### src/sv/ptt_pkg.sv
// Shared types, codes and helpers for the programmable transition table FSM.
`default_nettype none

package ptt_pkg;

    // Widest state number the block can be built with
    localparam int MAX_STATE_BITS = 16;

    // Item function codes
    localparam logic [1:0] FUNC_APPEND = 2'd0;
    localparam logic [1:0] FUNC_KEY    = 2'd1;
    localparam logic [1:0] FUNC_FORCE  = 2'd2;

    // Controller states
    typedef enum logic [1:0] {
        CTL_IDLE,
        CTL_READ,
        CTL_CHECK
    } ctl_state_t;

    // Commands from controller to datapath
    typedef struct packed {
        logic exec_now;   // handle a non-scan transaction at accept
        logic capture;    // latch key and rewind scan index
        logic read;       // read table entry at scan index
        logic step;       // advance scan index
        logic hit_take;   // take matching entry's destination, post result
        logic miss_done;  // scan ran out, post unmatched result
    } dp_cmd_t;

    // Status from datapath to controller
    typedef struct packed {
        logic key_op;      // incoming transaction applies a key
        logic table_empty; // no entries stored
        logic hit;         // entry just read matches state and key
        logic last;        // scan index is at the final stored entry
    } dp_status_t;

    // Fold lowercase ASCII letters to uppercase
    function automatic logic [7:0] fold_key(input logic [7:0] k);
        logic [7:0] r;
        r = k;
        if (k >= 8'h61 && k <= 8'h7A)
        begin
            r = k - 8'h20;
        end
        return r;
    endfunction

endpackage

`default_nettype wire

### src/sv/ptt_ctrl.sv
// Sequencing controller: accepts transactions and walks the table scan.
`default_nettype none

module ptt_ctrl
    import ptt_pkg::*;
(
    input  wire logic       clk,
    input  wire logic       rst_n,
    input  wire logic       start,
    input  wire dp_status_t status,
    output dp_cmd_t         cmd,
    output logic            busy
);

    ctl_state_t state_reg;
    ctl_state_t state_next;

    // State register
    always_ff @(posedge clk or negedge rst_n)
    begin
        if (!rst_n)
        begin
            state_reg <= CTL_IDLE;
        end
        else
        begin
            state_reg <= state_next;
        end
    end

    // Next state and commands
    always_comb
    begin
        state_next = state_reg;
        cmd        = '0;
        unique case (state_reg)
            CTL_IDLE:
            begin
                if (start)
                begin
                    if (status.key_op && !status.table_empty)
                    begin
                        cmd.capture = 1'b1;
                        state_next  = CTL_READ;
                    end
                    else
                    begin
                        cmd.exec_now = 1'b1;
                    end
                end
            end
            CTL_READ:
            begin
                cmd.read   = 1'b1;
                state_next = CTL_CHECK;
            end
            CTL_CHECK:
            begin
                if (status.hit)
                begin
                    cmd.hit_take = 1'b1;
                    state_next   = CTL_IDLE;
                end
                else if (status.last)
                begin
                    cmd.miss_done = 1'b1;
                    state_next    = CTL_IDLE;
                end
                else
                begin
                    cmd.step   = 1'b1;
                    state_next = CTL_READ;
                end
            end
            default:
            begin
                state_next = CTL_IDLE;
            end
        endcase
    end

    assign busy = (state_reg != CTL_IDLE);

endmodule

`default_nettype wire

### src/sv/ptt_datapath.sv
// Datapath: transition table memory, entry count, present state and results.
`default_nettype none

module ptt_datapath
    import ptt_pkg::*;
#(
    parameter int TABLE_DEPTH = 16,
    parameter int STATE_BITS  = 8
)
(
    input  wire logic       clk,
    input  wire logic       rst_n,
    input  wire dp_cmd_t    cmd,
    input  wire logic       cfg_we,
    input  wire logic [7:0] cfg_data,
    input  wire logic [1:0] func,
    input  wire logic [7:0] from_state,
    input  wire logic [7:0] key_byte,
    input  wire logic [7:0] to_state,
    output dp_status_t      status,
    output logic            done,
    output logic [7:0]      current_state,
    output logic            matched,
    output logic            table_overflow
);

    localparam int IDX_W   = $clog2(TABLE_DEPTH);
    localparam int CNT_W   = $clog2(TABLE_DEPTH + 1);
    localparam int ENTRY_W = 2 * STATE_BITS + 8;

    // Table memory, entries laid out as {from, key, to}
    logic [ENTRY_W-1:0] table_mem [TABLE_DEPTH];
    logic [ENTRY_W-1:0] rd_data_reg;

    logic [CNT_W-1:0]      count_reg;
    logic [IDX_W-1:0]      idx_reg;
    logic [7:0]            key_reg;
    logic [STATE_BITS-1:0] present_state_reg;
    logic [STATE_BITS-1:0] res_state_reg;
    logic                  done_reg;
    logic                  res_matched_reg;
    logic                  res_overflow_reg;

    logic [MAX_STATE_BITS-1:0] from_wide;
    logic [MAX_STATE_BITS-1:0] to_wide;
    logic [MAX_STATE_BITS-1:0] cfg_wide;
    logic [MAX_STATE_BITS-1:0] res_wide;
    logic [STATE_BITS-1:0]     from_st;
    logic [STATE_BITS-1:0]     to_st;
    logic [STATE_BITS-1:0]     cfg_st;
    logic [STATE_BITS-1:0]     rd_from;
    logic [7:0]                rd_key;
    logic [STATE_BITS-1:0]     rd_to;
    logic                      full;
    logic                      do_append;
    logic                      do_force;

    // Trim incoming state numbers to the state width
    assign from_wide = MAX_STATE_BITS'(from_state);
    assign to_wide   = MAX_STATE_BITS'(to_state);
    assign cfg_wide  = MAX_STATE_BITS'(cfg_data);
    assign from_st   = from_wide[STATE_BITS-1:0];
    assign to_st     = to_wide[STATE_BITS-1:0];
    assign cfg_st    = cfg_wide[STATE_BITS-1:0];

    assign full      = (count_reg == CNT_W'(TABLE_DEPTH));
    assign do_append = cmd.exec_now && (func == FUNC_APPEND) && !full;
    assign do_force  = cmd.exec_now && (func == FUNC_FORCE);

    // Split the entry read out of the table
    assign rd_from = rd_data_reg[ENTRY_W-1 -: STATE_BITS];
    assign rd_key  = rd_data_reg[STATE_BITS +: 8];
    assign rd_to   = rd_data_reg[STATE_BITS-1:0];

    // Status toward the controller
    assign status.key_op      = (func == FUNC_KEY);
    assign status.table_empty = (count_reg == '0);
    assign status.hit         = (rd_from == present_state_reg) && (rd_key == key_reg);
    assign status.last        = ((CNT_W'(idx_reg) + CNT_W'(1)) == count_reg);

    // Write appended entries, read at the scan index
    always_ff @(posedge clk)
    begin
        if (do_append)
        begin
            table_mem[count_reg[IDX_W-1:0]] <= {from_st, key_byte, to_st};
        end
        if (cmd.read)
        begin
            rd_data_reg <= table_mem[idx_reg];
        end
    end

    // Capture the folded key for the scan
    always_ff @(posedge clk)
    begin
        if (cmd.capture)
        begin
            key_reg <= fold_key(key_byte);
        end
    end

    // Entry count and scan index
    always_ff @(posedge clk or negedge rst_n)
    begin
        if (!rst_n)
        begin
            count_reg <= '0;
            idx_reg   <= '0;
        end
        else
        begin
            if (do_append)
            begin
                count_reg <= count_reg + CNT_W'(1);
            end
            if (cmd.capture)
            begin
                idx_reg <= '0;
            end
            else if (cmd.step)
            begin
                idx_reg <= idx_reg + IDX_W'(1);
            end
        end
    end

    // Present state: config load, force, or transition taken
    always_ff @(posedge clk or negedge rst_n)
    begin
        if (!rst_n)
        begin
            present_state_reg <= '0;
        end
        else
        begin
            priority if (cfg_we)
            begin
                present_state_reg <= cfg_st;
            end
            else if (do_force)
            begin
                present_state_reg <= to_st;
            end
            else if (cmd.hit_take)
            begin
                present_state_reg <= rd_to;
            end
        end
    end

    // Result registers; done is strobed for one cycle with each result
    always_ff @(posedge clk or negedge rst_n)
    begin
        if (!rst_n)
        begin
            done_reg         <= 1'b0;
            res_state_reg    <= '0;
            res_matched_reg  <= 1'b0;
            res_overflow_reg <= 1'b0;
        end
        else
        begin
            done_reg <= cmd.exec_now || cmd.hit_take || cmd.miss_done;
            priority if (cmd.exec_now)
            begin
                res_state_reg    <= do_force ? to_st : present_state_reg;
                res_matched_reg  <= 1'b0;
                res_overflow_reg <= (func == FUNC_APPEND) && full;
            end
            else if (cmd.hit_take)
            begin
                res_state_reg    <= rd_to;
                res_matched_reg  <= 1'b1;
                res_overflow_reg <= 1'b0;
            end
            else if (cmd.miss_done)
            begin
                res_state_reg    <= present_state_reg;
                res_matched_reg  <= 1'b0;
                res_overflow_reg <= 1'b0;
            end
        end
    end

    assign res_wide       = MAX_STATE_BITS'(res_state_reg);
    assign done           = done_reg;
    assign current_state  = res_wide[7:0];
    assign matched        = res_matched_reg;
    assign table_overflow = res_overflow_reg;

    // Entry count never passes the table depth
    a_count_bound: assert property (@(posedge clk) disable iff (!rst_n)
        count_reg <= CNT_W'(TABLE_DEPTH))
        else $error("entry count beyond table depth");

    // A taken transition reports a match and the new state
    a_hit_result: assert property (@(posedge clk) disable iff (!rst_n)
        cmd.hit_take |=> (done_reg && res_matched_reg
                          && res_state_reg == present_state_reg))
        else $error("taken transition not reported");

    // Scan never runs past the stored entries
    a_scan_in_range: assert property (@(posedge clk) disable iff (!rst_n)
        cmd.read |-> (CNT_W'(idx_reg) < count_reg))
        else $error("scan read beyond stored entries");

    // Overflow flag only on an append into a full table
    a_overflow_cause: assert property (@(posedge clk) disable iff (!rst_n)
        (done_reg && res_overflow_reg) |->
            ($past(cmd.exec_now) && $past(func) == FUNC_APPEND && $past(full)))
        else $error("overflow flagged without full append");

endmodule

`default_nettype wire

### src/sv/programmable_transition_table_fsm.sv
// Top level of the programmable transition table state machine.
// Append, force and unused codes, and a key on an empty table, post their result in
// the cycle after start. Any other key transaction scans stored entries in order,
// each by a memory read state, then a compare state, until a match or the last entry.
// Start is taken only while idle, so one scan runs at a time; results cannot stall.
// Reset: entry count and state clear to zero; table contents stay undefined.
`default_nettype none

module programmable_transition_table_fsm
    import ptt_pkg::*;
#(
    parameter int TABLE_DEPTH = 16,
    parameter int STATE_BITS  = 8
)
(
    input  wire logic       clk,
    input  wire logic       rst_n,
    input  wire logic       start,
    output logic            busy,
    input  wire logic [1:0] func,
    input  wire logic [7:0] from_state,
    input  wire logic [7:0] key_byte,
    input  wire logic [7:0] to_state,
    output logic            done,
    output logic [7:0]      current_state,
    output logic            matched,
    output logic            table_overflow,
    input  wire logic       cfg_valid,
    output logic            cfg_ready,
    input  wire logic [7:0] cfg_data
);

    dp_cmd_t    cmd;
    dp_status_t status;
    logic       cfg_we;

    // Take configuration writes only when no scan is running
    assign cfg_ready = !busy;
    assign cfg_we    = cfg_valid && cfg_ready;

    ptt_ctrl u_ctrl (
        .clk    (clk),
        .rst_n  (rst_n),
        .start  (start),
        .status (status),
        .cmd    (cmd),
        .busy   (busy)
    );

    ptt_datapath #(
        .TABLE_DEPTH (TABLE_DEPTH),
        .STATE_BITS  (STATE_BITS)
    ) u_datapath (
        .clk            (clk),
        .rst_n          (rst_n),
        .cmd            (cmd),
        .cfg_we         (cfg_we),
        .cfg_data       (cfg_data),
        .func           (func),
        .from_state     (from_state),
        .key_byte       (key_byte),
        .to_state       (to_state),
        .status         (status),
        .done           (done),
        .current_state  (current_state),
        .matched        (matched),
        .table_overflow (table_overflow)
    );

endmodule

`default_nettype wire
### config.mk
export PLATFORM = sky130hd
export DESIGN_NAME = programmable_transition_table_fsm
export DESIGN_NICKNAME = d
export VERILOG_FILES = /design/src/sv/ptt_pkg.sv /design/src/sv/ptt_ctrl.sv /design/src/sv/ptt_datapath.sv /design/src/sv/programmable_transition_table_fsm.sv
export SDC_FILE = /design/constraint.sdc
export NUM_CORES = 1
export LEC_CHECK = 0
export ABC_AREA = 0
export BUFFER_PORTS_ARGS = -buffer_cell sky130_fd_sc_hd__buf_2
export CORE_MARGIN = 10
export CORE_UTILIZATION = 50
export CTS_BUF_LIST = sky130_fd_sc_hd__clkbuf_8
export CTS_CLUSTER_DIAMETER = 150
export CTS_CLUSTER_SIZE = 25
export DETAILED_ROUTE_END_ITERATION = 10
export PLACE_DENSITY_LB_ADDON = 0.25
export SLEW_MARGIN = 20
export SYNTH_ARGS = -nofsm -noshare
export SYNTH_HDL_FRONTEND = slang
export SYNTH_SLANG_ARGS = --single-unit
### constraint.sdc
create_clock -name clk -period 3.3 [get_ports clk]
set_input_delay 0.495 -clock clk [delete_from_list [all_inputs] [get_ports clk]]
set_output_delay 0.495 -clock clk [all_outputs]
set_load 0.05 [all_outputs]
Word-level counts from Yosys, hierarchy flattened
Memories as Yosys holds them, arrays and structs flattened. A register that Yosys moved wholly into a read port is not among the register bits.
Cells that the tools add are included.
{"block": "op_classes", "add_sub_neg": 4, "mul": 0, "div": 0, "n_lt_le_gt_ge": 2, "n_eq_ne": 10, "n_shift": 0, "n_mux": 33, "n_bitwise": 0, "n_reduce_logical": 21}
{"operator": "$mux 8", "count": 8}
{"operator": "$eq 8x8->1", "count": 2}
{"operator": "$mux 1", "count": 16}
{"operator": "$mux 2", "count": 5}
{"operator": "$ge 8x7->1 const B", "count": 1}
{"operator": "$le 8x7->1 const B", "count": 1}
{"operator": "$logic_and 1x1->1", "count": 8}
{"operator": "$mux 4", "count": 2}
{"operator": "$sub 8x6->8 const B", "count": 1}
{"operator": "$pmux 2 s3", "count": 1}
{"operator": "$reduce_bool 3->1", "count": 2}
{"operator": "$add 4x1->5 const B", "count": 1}
{"operator": "$add 5x1->5 const B", "count": 1}
{"operator": "$eq 5x5->1", "count": 1}
{"operator": "$eq 5x5->1 const B", "count": 1}
{"operator": "$logic_not 5->1", "count": 1}
{"operator": "$add 4x1->4 const B", "count": 1}
{"operator": "$eq 2x1->1 const B", "count": 2}
{"operator": "$eq 2x2->1 const B", "count": 2}
{"operator": "$logic_not 2->1", "count": 2}
{"operator": "$reduce_bool 2->1", "count": 2}
{"operator": "$logic_not 1->1", "count": 3}
{"operator": "$mux 3", "count": 1}
{"operator": "$logic_or 1x1->1", "count": 2}
{"operator": "other kinds (3)", "count": 3}
{"block": "word_totals", "register_bits": 38, "latchBits": 0, "ram_bits": 384, "romBits": 0, "in_bits": 38, "out_inout_bits": 13, "word_cells": 80, "mem_count": 1}
{"name": "u_datapath.table_mem", "words": 16, "width": 24, "rd": 1, "rd_ports_with_merged_regs": 1, "wr": 1, "line": "ptt_datapath.sv:32", "rtl": "logic [ENTRY_W-1:0] table_mem [TABLE_DEPTH];"}

Depth between registers and ports, before layout
Gate-level depths: netlist of run 1.
{"block": "logic_depth", "word_depth": 10, "depth_mapped": 8}

Modules after synthesis
A second synthesis of run 1 with hierarchy kept.
{"block": "unflattened", "cells_unflattened": 973, "area_unflattened_um2": 17949.7}
{"module": "ptt_datapath", "instances": 1, "cells_each": 957, "area_per_inst_um2": 17788.3, "seq_area_each_um2": 13192.7}
{"module": "ptt_ctrl", "instances": 1, "cells_each": 14, "area_per_inst_um2": 151.4, "seq_area_each_um2": 50.0}
{"module": "programmable_transition_table_fsm", "instances": 1, "cells_each": 2, "area_per_inst_um2": 10.0, "seq_area_each_um2": 0.0}

Worst setup path after synthesis of run 1
No wires, ideal clock.
{"block": "synth_path", "kind": "input port to flip-flop", "from": "in start", "to": "mem u_datapath.table_mem[3][0] in the netlist's numbering (enable)", "arrival_time_ns": 2.200, "required_time_ns": 2.917, "slack_ns": 0.717, "path_stages": 4, "path_cell_list": "or3b_4 or3_1 a31oi_2 and3_1"}
{"block": "synth_between", "elab_chain_len": 6}
{"item": "from (decl)", "line": "programmable_transition_table_fsm.sv:18", "rtl": "input wire logic start,"}
{"item": "$mux 2", "line": "ptt_ctrl.sv:39", "rtl": "if (start)"}
{"item": "$mux 2", "line": "ptt_ctrl.sv:36", "rtl": "unique case (state_reg)"}
{"item": "$logic_and 1x1->1 (2 in a row)", "line": "ptt_datapath.sv:67", "rtl": "assign do_append = cmd.exec_now && (func == FUNC_APPEND) && !full;"}
{"item": "$mux 1", "line": "ptt_datapath.sv:84", "rtl": "if (do_append)"}
{"item": "$mux 1 (not written as such)", "line": "ptt_datapath.sv:86", "rtl": "table_mem[count_reg[IDX_W-1:0]] <= {from_st, key_byte, to_st};"}
{"item": "to (decl)", "line": "ptt_datapath.sv:32"}
No other way between the ends.

Worst setup path in the final report of run 1
{"block": "layout_path", "from": "reg u_datapath.idx_reg[0]", "to": "reg u_datapath.res_state_reg[7], in the netlist u_datapath.current_state[7]"}
{"block": "layout_between", "elab_chain_len": 6}
{"item": "from (decl)", "line": "ptt_datapath.sv:36", "rtl": "logic [IDX_W-1:0] idx_reg;"}
{"item": "from (signal assigned)", "line": "ptt_datapath.sv:123", "rtl": "idx_reg <= idx_reg + IDX_W'(1);"}
{"item": "$add 4x1->5", "line": "ptt_datapath.sv:79", "rtl": "assign status.last = ((CNT_W'(idx_reg) + CNT_W'(1)) == count_reg);"}
{"item": "$eq 5x5->1", "line": "ptt_datapath.sv:79"}
{"item": "$mux 1", "line": "ptt_ctrl.sv:64", "rtl": "else if (status.last)"}
{"item": "$mux 1", "line": "ptt_ctrl.sv:59", "rtl": "if (status.hit)"}
{"item": "$mux 3", "line": "ptt_ctrl.sv:36"}
{"item": "$reduce_bool 3->1 (no source line)"}
{"item": "to (signal assigned)", "line": "ptt_datapath.sv:167", "rtl": "res_state_reg <= do_force ? to_st : present_state_reg;"}
{"item": "to (signal assigned)", "line": "ptt_datapath.sv:173", "rtl": "res_state_reg <= rd_to;"}
{"item": "to (signal assigned)", "line": "ptt_datapath.sv:179", "rtl": "res_state_reg <= present_state_reg;"}
{"item": "to (decl)", "line": "ptt_datapath.sv:39", "rtl": "logic [STATE_BITS-1:0] res_state_reg;"}
No other way between the ends.
A chain may end at the register's enable or synchronous reset.

==> metrics, run 1 <==
# rows just under 70; Hold Path Class in2reg; fraction of synthesized cell area in xor and xnor cells around 1.2%; clock buffer count from CTS 21; Skew-Pair Late Insertion Delay 0.62 ns; slowest stage cell, crit path nor3_1; Critical Path, Cell by Cell buf_12 -> nand3_1 -> xnor2_1 -> o211ai_1 -> nor3_1 -> a221oi_1; WL/cell about 26 um; DRC 0; antenna violations before repair 0; switching part of the total power between 30% and 40%; mux share of post-synthesis cell area about an eighth; Fill cells about 2,700; met3 wire length 2.590 mm; Remaining Overflow, GRT 0; CP startpoint kind register; M1 WL about 18 mm; setup_tns 0 ns; root buffer cell clkbuf_8; Post-synth EDFFs 416; placer congestion estimate approximately 0.78; Mapped Cells between 900 and 1,000; # setup viols final 0; post-CTS sizing 0; Post-synth top flop edfxtp_1; Critical Path AT between 3 and 4 ns; max-capacitance violation count 0; Synth Area in Simple Gates 3.279%; Ys Warns 0; final non-filler cell total around 1,500; fmax around 0.35 GHz; CTS Sinks ~450; DR pass1 iterations 5; clk buf depth 3; fraction of the cycle the final worst path needs approximately 90%; worst stage delay on the critical path ~0.86 ns; Final Max Tran Viols 0; Synth area leaders edfxtp_1 (70%), mux4_2 (6.1%), mux2i_1 (6.0%), dfrtp_1 (4.2%), a221oi_1 (2.8%); Rel. slew slack 31.67%; Yosys top cell area share 70.39%; iteration-0 DRC count of the detailed router between 800 and 900; Final Critical Period about 2.9 ns; P_leak 6.378 nW; Synth Area in Adders less than 1%; Worst Setup End Kind register; total track usage 17.60%; clk slew on worst S/H paths 0.16 ns; RSZ-0062 raised after global routing false; Ports between 50 and 60; Power per Cell Area approximately 700 nW/um^2; status finished clean; Avg Cell Area, Syn around 18 sq um; Seq/Total Area, Yosys 74.62%; Worst path top cell family by delay simple AND/OR/NAND/NOR gates; top sig layer met4; Crit Path Class reg2reg; total wire length 39.11 mm; internal power roughly 8.9 mW; IO buf count 50; final count of hold timing violations 0; final-stage net count between 1,000 and 1,500; Mapped Area about 18,000 sq um; DP Cell Count around 1,500; vias in the first global route approximately 9,000; Worst Path Max Fanout 83; worst endpoint required time 3.74 ns; post-synth top area cell edfxtp_1; Buf/Inv on CP 1; largest net degree at the start of global routing between 80 and 90; Seq cells post-synth 446; number of diodes 0; Die Y about 210 um; largest family of logic cells by synthesized area multiplexers; area delta synth->final 7.692%; Routed Antenna Nets 0; Combinational Power Share a little under 30%; met2 WL between 15 and 20 mm; area occupied by multi-input gates 4228 sq um; share of cells above drive strength 1 17.71%; TritonCTS clock tree done; Core ar. 34,800 sq um; max FFs per register roughly 380; Net Sw Power 4.179 mW; Worst-Margin Slew ~1 ns; share of total power in the clock network ~17%; Syn Nets a little over 1,000; Vias approximately 9,000; H-tree depth 1; HPWL after detailed placement ~23 mm; Storage cell area 13,250 sq um; sequential share of power roughly 53%; routed vias/inst between 6 and 7; post-synth cell types roughly 50; ys async rst share between 6 and 7%; Initial Util between 50% and 60%; Fin Clk Skew between 0.02 and 0.03 ns; die area about 43,000 sq um; global-route wire length before repair 59.43 mm; worst vdd ir between 0.4 and 0.5 mV; DIE WIDTH approximately 210 um; Synth Area in Compound Gates between 6 and 7%
-- worst paths after layout --
check,startpoint,end,slack (ns),cells past startpoint
max in group asynchronous,rst_n,u_datapath.idx_reg[0]$_DFFE_PN0P_,2.37,2
max reg2reg,u_datapath.idx_reg[0]$_DFFE_PN0P_,u_datapath.current_state[7]$_DFFE_PN0P_,0.41,6
min reg2reg,u_datapath.table_overflow$_DFFE_PN0P_,u_datapath.table_overflow$_DFFE_PN0P_,0.53,1
min in group asynchronous,rst_n,u_datapath.idx_reg[0]$_DFFE_PN0P_,0.44,2
min,cfg_data[0],u_datapath.present_state_reg[0]$_DFFE_PN0P_,0.11,3
max,u_datapath.idx_reg[0]$_DFFE_PN0P_,u_datapath.current_state[7]$_DFFE_PN0P_,0.41,6
-- layer usage --
layer / track usage (%) / vias up
met4: 3.487 / 0
met5: 0 / -
met2: 27.30 / 305
li1: - / 4023
met1: 25.79 / 4755
met3: 2.846 / 37
-- through the flow --
step                      power (mW)  utilization, %  setup WS (ns)  instance area (sq um)  hold WS (ns)
after floorplan                9.779               -         0.7169                  17750        0.1994
after global placement         10.88           53.79         0.4656                  18720        0.4942
after detailed placement       10.92           53.79         0.3945                  18720        0.5070
after CTS                      13.14           54.92         0.3582                  19110       0.07189
after global routing           13.69           54.92         0.1942                  19110       0.08664
final                          13.06           54.92         0.4085                  19110        0.1050
-- cells in the final DEF (no fill, tap or decap), types with 2 or more instances in the layout --
cell type,netlist,routed
edfxtp_1,416,416
mux2i_1,106,106
a221oi_1,57,57
buf_2,20,50
mux4_2,48,48
nand2_1,41,41
o21ai_0,34,34
inv_1,16,31
dfrtp_1,30,28
buf_4,0,27
a22oi_1,24,24
clkbuf_8,0,21
xor2_1,18,18
nor2_1,13,13
nor3_1,11,11
mux2_2,8,8
a211oi_1,8,8
buf_12,0,8
xnor2_1,7,7
o31ai_1,7,7
a21oi_1,6,6
and2_2,0,6
and4_1,6,6
and2_1,12,6
ha_1,6,6
nor4_1,5,5
nand4_1,4,4
nand3_1,3,3
and3_2,0,3
nor3b_1,2,2
a31o_2,2,2
-- Yosys cell counts (3+ instances only) --
cell type,count
a211oi_1,8
a21oi_1,6
a221oi_1,57
a22oi_1,24
and2_1,12
and3_1,3
and4_1,6
buf_1,5
buf_2,20
clkbuf_1,24
dfrtp_1,30
edfxtp_1,416
ha_1,6
inv_1,16
mux2_2,8
mux2i_1,106
mux4_2,48
nand2_1,41
nand3_1,3
nand4_1,4
nor2_1,13
nor3_1,11
nor4_1,5
o21ai_0,34
o31ai_1,7
xnor2_1,7
xor2_1,18
-- cells by family after synthesis --
family	after synthesis
buf+inv	67
compound gates	147
simple gates	112
fa+ha+maj	6
mux	163
xor+xnor	25
flops	446
-- layout make-up --
cell class              instances  share of cell area (%)
inverters                      16                  0.3143
flip-flops and latches        446                   69.32
clock buffers                  21                   1.512
well taps                     455                   2.979
clock inverters                17                  0.4910
multi-input cells             453                   22.12
repair buffers                 86                   3.260
-- power by group through the flow --
| stage | combinational, mW | clock, mW | sequential, mW |
|---|---|---|---|
| after floorplan | 2.70 | 0 | 7.08 |
| after global placement | 3.85 | 0 | 7.02 |
| after detailed placement | 3.90 | 0 | 7.03 |
| after CTS | 3.91 | 2.33 | 6.90 |
| after global routing | 4.22 | 2.53 | 6.94 |
| final | 3.88 | 2.28 | 6.90 |
-- worst register-to-register path: cells and delay by family (launching register included) --
family                 cells  cell delay [ns]
AO/OA/AOI/OAI              2             0.43
buffers and inverters      1             0.47
XOR/XNOR                   1             0.26
flip-flops                 1             0.46
AND/OR/NAND/NOR            2             1.09
-- timing repair --
| item | CTS | global route |
|---|---|---|
| setup endpoints to repair | 0 | 0 |
| hold buffers | 1 | 0 |
| buffers inserted | 0 | 0 |
| hold endpoints to repair | 30 | 0 |
No activity file was read; power rests on OpenSTA's default activity.
==> run 2, diff against run 1 <==
--- a/config.mk
+++ b/config.mk
@@ -14,6 +14,8 @@
 export CTS_CLUSTER_SIZE = 25
 export DETAILED_ROUTE_END_ITERATION = 10
 export PLACE_DENSITY_LB_ADDON = 0.25
+export REMOVE_ABC_BUFFERS = 1
+export SKIP_CTS_REPAIR_TIMING = 1
 export SLEW_MARGIN = 20
 export SYNTH_ARGS = -nofsm -noshare
 export SYNTH_HDL_FRONTEND = slang
==> metrics, run 2 (synthesis gave the netlist of run 1 again) <==
vias in the first global route around 9,000; worst vdd ir between 0.6 and 0.7 mV; fraction of the cycle the final worst path needs between 70 and 80%; clk slew on worst S/H paths roughly 0.16 ns; Critical Path AT 2.96 ns; area delta synth->final 7.756%; slowest stage cell, crit path and3_2; antenna violations before repair 0; global-route wire length before repair ~56 mm; Ports 51; internal power around 8.9 mW; HPWL after detailed placement 23.10 mm; clock buffer count from CTS 21; worst stage delay on the critical path around 0.50 ns; Skew-Pair Late Insertion Delay just over 0.6 ns; H-tree depth 1; Critical Path, Cell by Cell or3b_4 -> or3_1 -> a31oi_2 -> and3_2 -> buf_4; largest net degree at the start of global routing 96; # setup viols final 0; DIE WIDTH 208.4 um; met1 GRT Util between 20% and 30%; Vias ~9,000; share of total power in the clock network around 17%; Core ar. roughly 35,000 sq um; RSZ-0062 raised after global routing false; final-stage net count 1,070; P_leak between 6 and 7 nW; TritonCTS clock tree done; GR Util met3 2.741%; Rel. slew slack just over 40%; iteration-0 DRC count of the detailed router approximately 880; Fill cells 2,674; DR pass1 iterations 5; routed vias/inst between 5 and 6; placer congestion estimate around 0.82; # rows 68; CP startpoint kind register; share of cells above drive strength 1 17.58%; Buf/Inv on CP 1; switching part of the total power a little under a third; commonest non-fill, non-tap cell in the layout edfxtp_1; Worst path top cell family by delay simple AND/OR/NAND/NOR gates; Remaining Overflow, GRT 0; fmax roughly 0.38 GHz; Net Sw Power just over 4 mW; sequential share of power between 50% and 60%; WL/cell 24.90 um; status finished clean; Routed Antenna Nets 0; max-capacitance violation count 0; Crit Path Class reg2reg; most frequent cells in the layout edfxtp_1 (416), mux2i_1 (106), a221oi_1 (57); DP Cell Count 1,457; total track usage between 10% and 20%; Die Y around 210 um; clk buf depth 3; worst endpoint required time 3.62 ns; number of diodes 0; Combinational Power Share 29.6%; Final Critical Period 2.639 ns; die area 43,430 sq um; total wire length ~37 mm; Worst-Margin Slew 0.8775 ns; root buffer cell clkbuf_8; Fin Hold WS between 0.08 and 0.09 ns; max FFs per register ~380; Final Max Tran Viols 0; Worst Setup End Kind register; Worst Path Max Fanout 12; CTS Sinks 446; Power per Cell Area between 600 and 700 nW/um^2; Hold Path Class in2reg; Fin Clk Skew 0.03397 ns; final non-filler cell total around 1,500; DRC 0; GR peak layer met2; IO buf count 50; final count of hold timing violations 0; Initial Util about half; grt met2 use 25.96%
## run 2: cell count changes in the layout (fill, tap and decap cells not counted)
cell and change:
and4_2 +1, and2b_2 -1, and2_1 +3, buf_4 +2, and2_2 -3, and2b_1 +1
and4_1 -1
## run 2: through the flow
step	setup slack [ns]	utilization, %	TNS [ns]	power (mW)	instance area (sq um)
finish	0.6607	54.95	0	13.02	19120
global route	0.5333	54.95	0	13.65	19120
CTS	0.6481	54.92	0	13.12	19110
detailed placement	0.5460	53.82	0	10.93	18730
global placement	0.5749	53.82	0	10.89	18730
floorplan	-3.697	-	-125.67	9.835	17510
## run 2: worst min-delay path, delay by kind of cell
| family | cells | cell delay, ns |
|---|---|---|
| AO/OA/AOI/OAI | 1 | 0.05 |
| buffers and inverters | 1 | 0.08 |
| AND/OR/NAND/NOR | 1 | 0.05 |
## run 2: layout make-up
class                      count  area, sq um  share of cell area, %
inverter                      16        60.06                 0.3141
sequential                   446        13250                  69.28
timing repair buffer          88        638.1                  3.337
clock buffer                  21        289.0                  1.511
tap                          455        569.3                  2.977
multi-input combinational    453         4224                  22.09
clock inverter                17        93.84                 0.4907
## run 2: routing by layer
metal  vias up  share of wire, %
met5         -                 0
met4         0               1.8
met3        41               6.0
met2       251                47
met1      4645                46
li1       4033                 -
## run 2: worst paths after layout
check	from	to	slack (ns)	depth (start not counted)
setup / recovery	u_ctrl.state_reg[1]$_DFFE_PN0P_	u_datapath.table_mem[2][20]$_DFFE_PP_	0.66	5
hold / removal	cfg_data[0]	u_datapath.present_state_reg[0]$_DFFE_PN0P_	0.08	3
setup reg to reg	u_ctrl.state_reg[1]$_DFFE_PN0P_	u_datapath.table_mem[2][20]$_DFFE_PP_	0.66	5
hold reg to reg	u_datapath.table_overflow$_DFFE_PN0P_	u_datapath.table_overflow$_DFFE_PN0P_	0.54	1
max in group asynchronous	rst_n	u_datapath.idx_reg[0]$_DFFE_PN0P_	2.32	2
min in group asynchronous	rst_n	u_datapath.current_state[7]$_DFFE_PN0P_	0.46	2
## run 2: power by group through the flow
stage,registers [mW],clock network [mW],logic (mW)
floorplan,7.45,0,2.38
global placement,7.04,0,3.85
detailed placement,7.05,0,3.89
CTS,6.92,2.31,3.89
global route,6.96,2.51,4.18
finish,6.92,2.24,3.86
==> run 3, diff against run 2 <==
==> constraint.sdc (replaced) <==
create_clock -name clk -period 2.3 [get_ports clk]
set_input_delay 0.345 -clock clk [delete_from_list [all_inputs] [get_ports clk]]
set_output_delay 0.345 -clock clk [all_outputs]
set_load 0.05 [all_outputs]
==> metrics, run 3 (synthesis gave the netlist of run 1 again) <==
status complete, but fails checks; failing checks hold timing; Rel. slew slack approximately 50%; Worst Path Max Fanout 7; iteration-0 DRC count of the detailed router around 840; global-route wire length before repair 59.80 mm; die area 43,430 sq um; largest net degree at the start of global routing 50; Worst-Margin Slew ~0.73 ns; final count of hold timing violations 1; Skew-Pair Late Insertion Delay approximately 0.6 ns; Power per Cell Area slightly below 1000 nW/um^2; setup_tns 0 ns; commonest non-fill, non-tap cell in the layout edfxtp_1; reg2reg path depth 6; Hold Path Class in2reg; antenna violations before repair 0; most frequent cells in the layout edfxtp_1 (416), mux2i_1 (106), a221oi_1 (55); DR pass1 iterations 5; R2R setup slack ~0.043 ns; clock buffer count from CTS 21; Critical Path AT ~2.7 ns; clk slew on worst S/H paths approximately 0.15 ns; TritonCTS clock tree done; worst vdd ir 0.9180 mV; DRC 0; Fill cells between 2,000 and 3,000; Final Max Tran Viols 0; final non-filler cell total 1,537; Fin Hold WS -0.02828 ns; Crit Path Class reg2reg; # rows 68; number of diodes 0; final-stage net count approximately 1,100; Fin Clk Skew 0.02933 ns; Storage cell area 13,250 sq um; Initial Util approximately half; Vias about 9,400; CTS Sinks about 450; area occupied by multi-input gates 4279 sq um; R2R Path End u_datapath.present_state_reg[2]$_DFFE_PN0P_; Ports 51; max-capacitance violation count 0; Die Y 208.4 um; Worst Setup End Kind register; max FFs per register ~380; total wire length 39.95 mm; P_leak ~6.6 nW; Endpoint, Worst Hold u_datapath.present_state_reg[3]$_DFFE_PN0P_; RSZ-0062 raised after global routing false; worst endpoint required time between 2 and 3 ns; vias in the first global route between 9,000 and 10,000; clk buf depth 3; r2r startpoint u_datapath.present_state_reg[6]$_DFFE_PN0P_; area delta synth->final 11.33%; Finished Cell Area 19,760 sq um; IO buf count 50; Core ar. between 30,000 and 40,000 sq um; DP Cell Count approximately 1,500; WL/cell 25.99 um; total track usage between 10% and 20%; HPWL after detailed placement between 20 and 25 mm; Routed Antenna Nets 0; fmax about 0.44 GHz; root buffer cell clkbuf_8; H-tree depth 1; routed vias/inst between 6 and 7; Final Critical Period 2.257 ns; Remaining Overflow, GRT 0; # setup viols final 0; hold wc startpoint cfg_data[3]; placer congestion estimate 0.7804; Min-Delay Path Depth 3; CP startpoint kind register; Area after DPL between 15,000 and 20,000 sq um; share of cells above drive strength 1 a little over a fifth; DIE WIDTH between 200 and 250 um; fraction of the cycle the final worst path needs a little over nine tenths
==> run 3: changes by cell type in the layout (fill, tap and decap cells not counted), sizes merged <==
cell         previous run  this run
dlygate4sd3             1         7
inv                    31        23
clkbuf                 21        22
buf                    87       129
==> run 3: worst max path at each step <==
stage / from / to / slack, ns / cells after the start
detailed placement: u_datapath.count_reg[1]$_DFFE_PN0P_ / u_datapath.current_state[6]$_DFFE_PN0P_ / -0.0007 / 7
global placement: start / u_datapath.table_mem[14][21]$_DFFE_PP_ / -0.01 / 7
global route: u_ctrl.state_reg[1]$_DFFE_PN0P_ / u_datapath.table_mem[11][21]$_DFFE_PP_ / 0.009 / 6
finish: u_datapath.present_state_reg[6]$_DFFE_PN0P_ / u_datapath.present_state_reg[2]$_DFFE_PN0P_ / 0.04 / 6
floorplan: u_datapath.idx_reg[0]$_DFFE_PN0P_ / u_datapath.current_state[0]$_DFFE_PN0P_ / -4.70 / 6
CTS: u_datapath.count_reg[1]$_DFFE_PN0P_ / u_datapath.current_state[6]$_DFFE_PN0P_ / -0.06 / 7
==> run 3: metrics by stage <==
step | worst slack [ns] | utilization (%) | total power, mW
floorplan | -4.697 | - | 13.52
global placement | -0.01366 | 55.30 | 16.01
detailed placement | -0.0007070 | 55.30 | 16.14
CTS | -0.05599 | 56.31 | 19.22
global route | 0.008716 | 56.77 | 20.03
finish | 0.04300 | 56.77 | 19.19
==> run 3: layout make-up <==
cell class              count  share of cell area [%]
clock buffers              21                   1.463
multi-input cells         453                   21.66
clock inverters             9                  0.3040
repair buffers            137                   6.308
well taps                 455                   2.882
inverters                  16                  0.3230
flip-flops and latches    446                   67.06
==> run 3: routing by layer <==
metal	global-route usage, %	wire length (um)	vias up
met5	0	0	-
met4	3.686	766	0
met3	2.396	2430	52
met2	28.01	18770	322
met1	25.95	17990	4941
li1	-	-	4118
==> run 3: report_power, final <==
part | internal, mW | leakage (nW) | total (mW) | switching (mW)
sequential | 9.51 | 4.12 | 9.84 | 0.338
clock | 0.971 | 0.208 | 3.17 | 2.20
combinational | 2.55 | 2.31 | 6.18 | 3.63
==> run 3: worst max-delay path, cell delays in order, from the launching register on <==
cell     delay [ns]
dfrtp_1        0.47
xor2_1         0.20
nor4_1         0.44
nand4_1        0.35
buf_4          0.27
nor3_1         0.29
o31ai_1        0.13
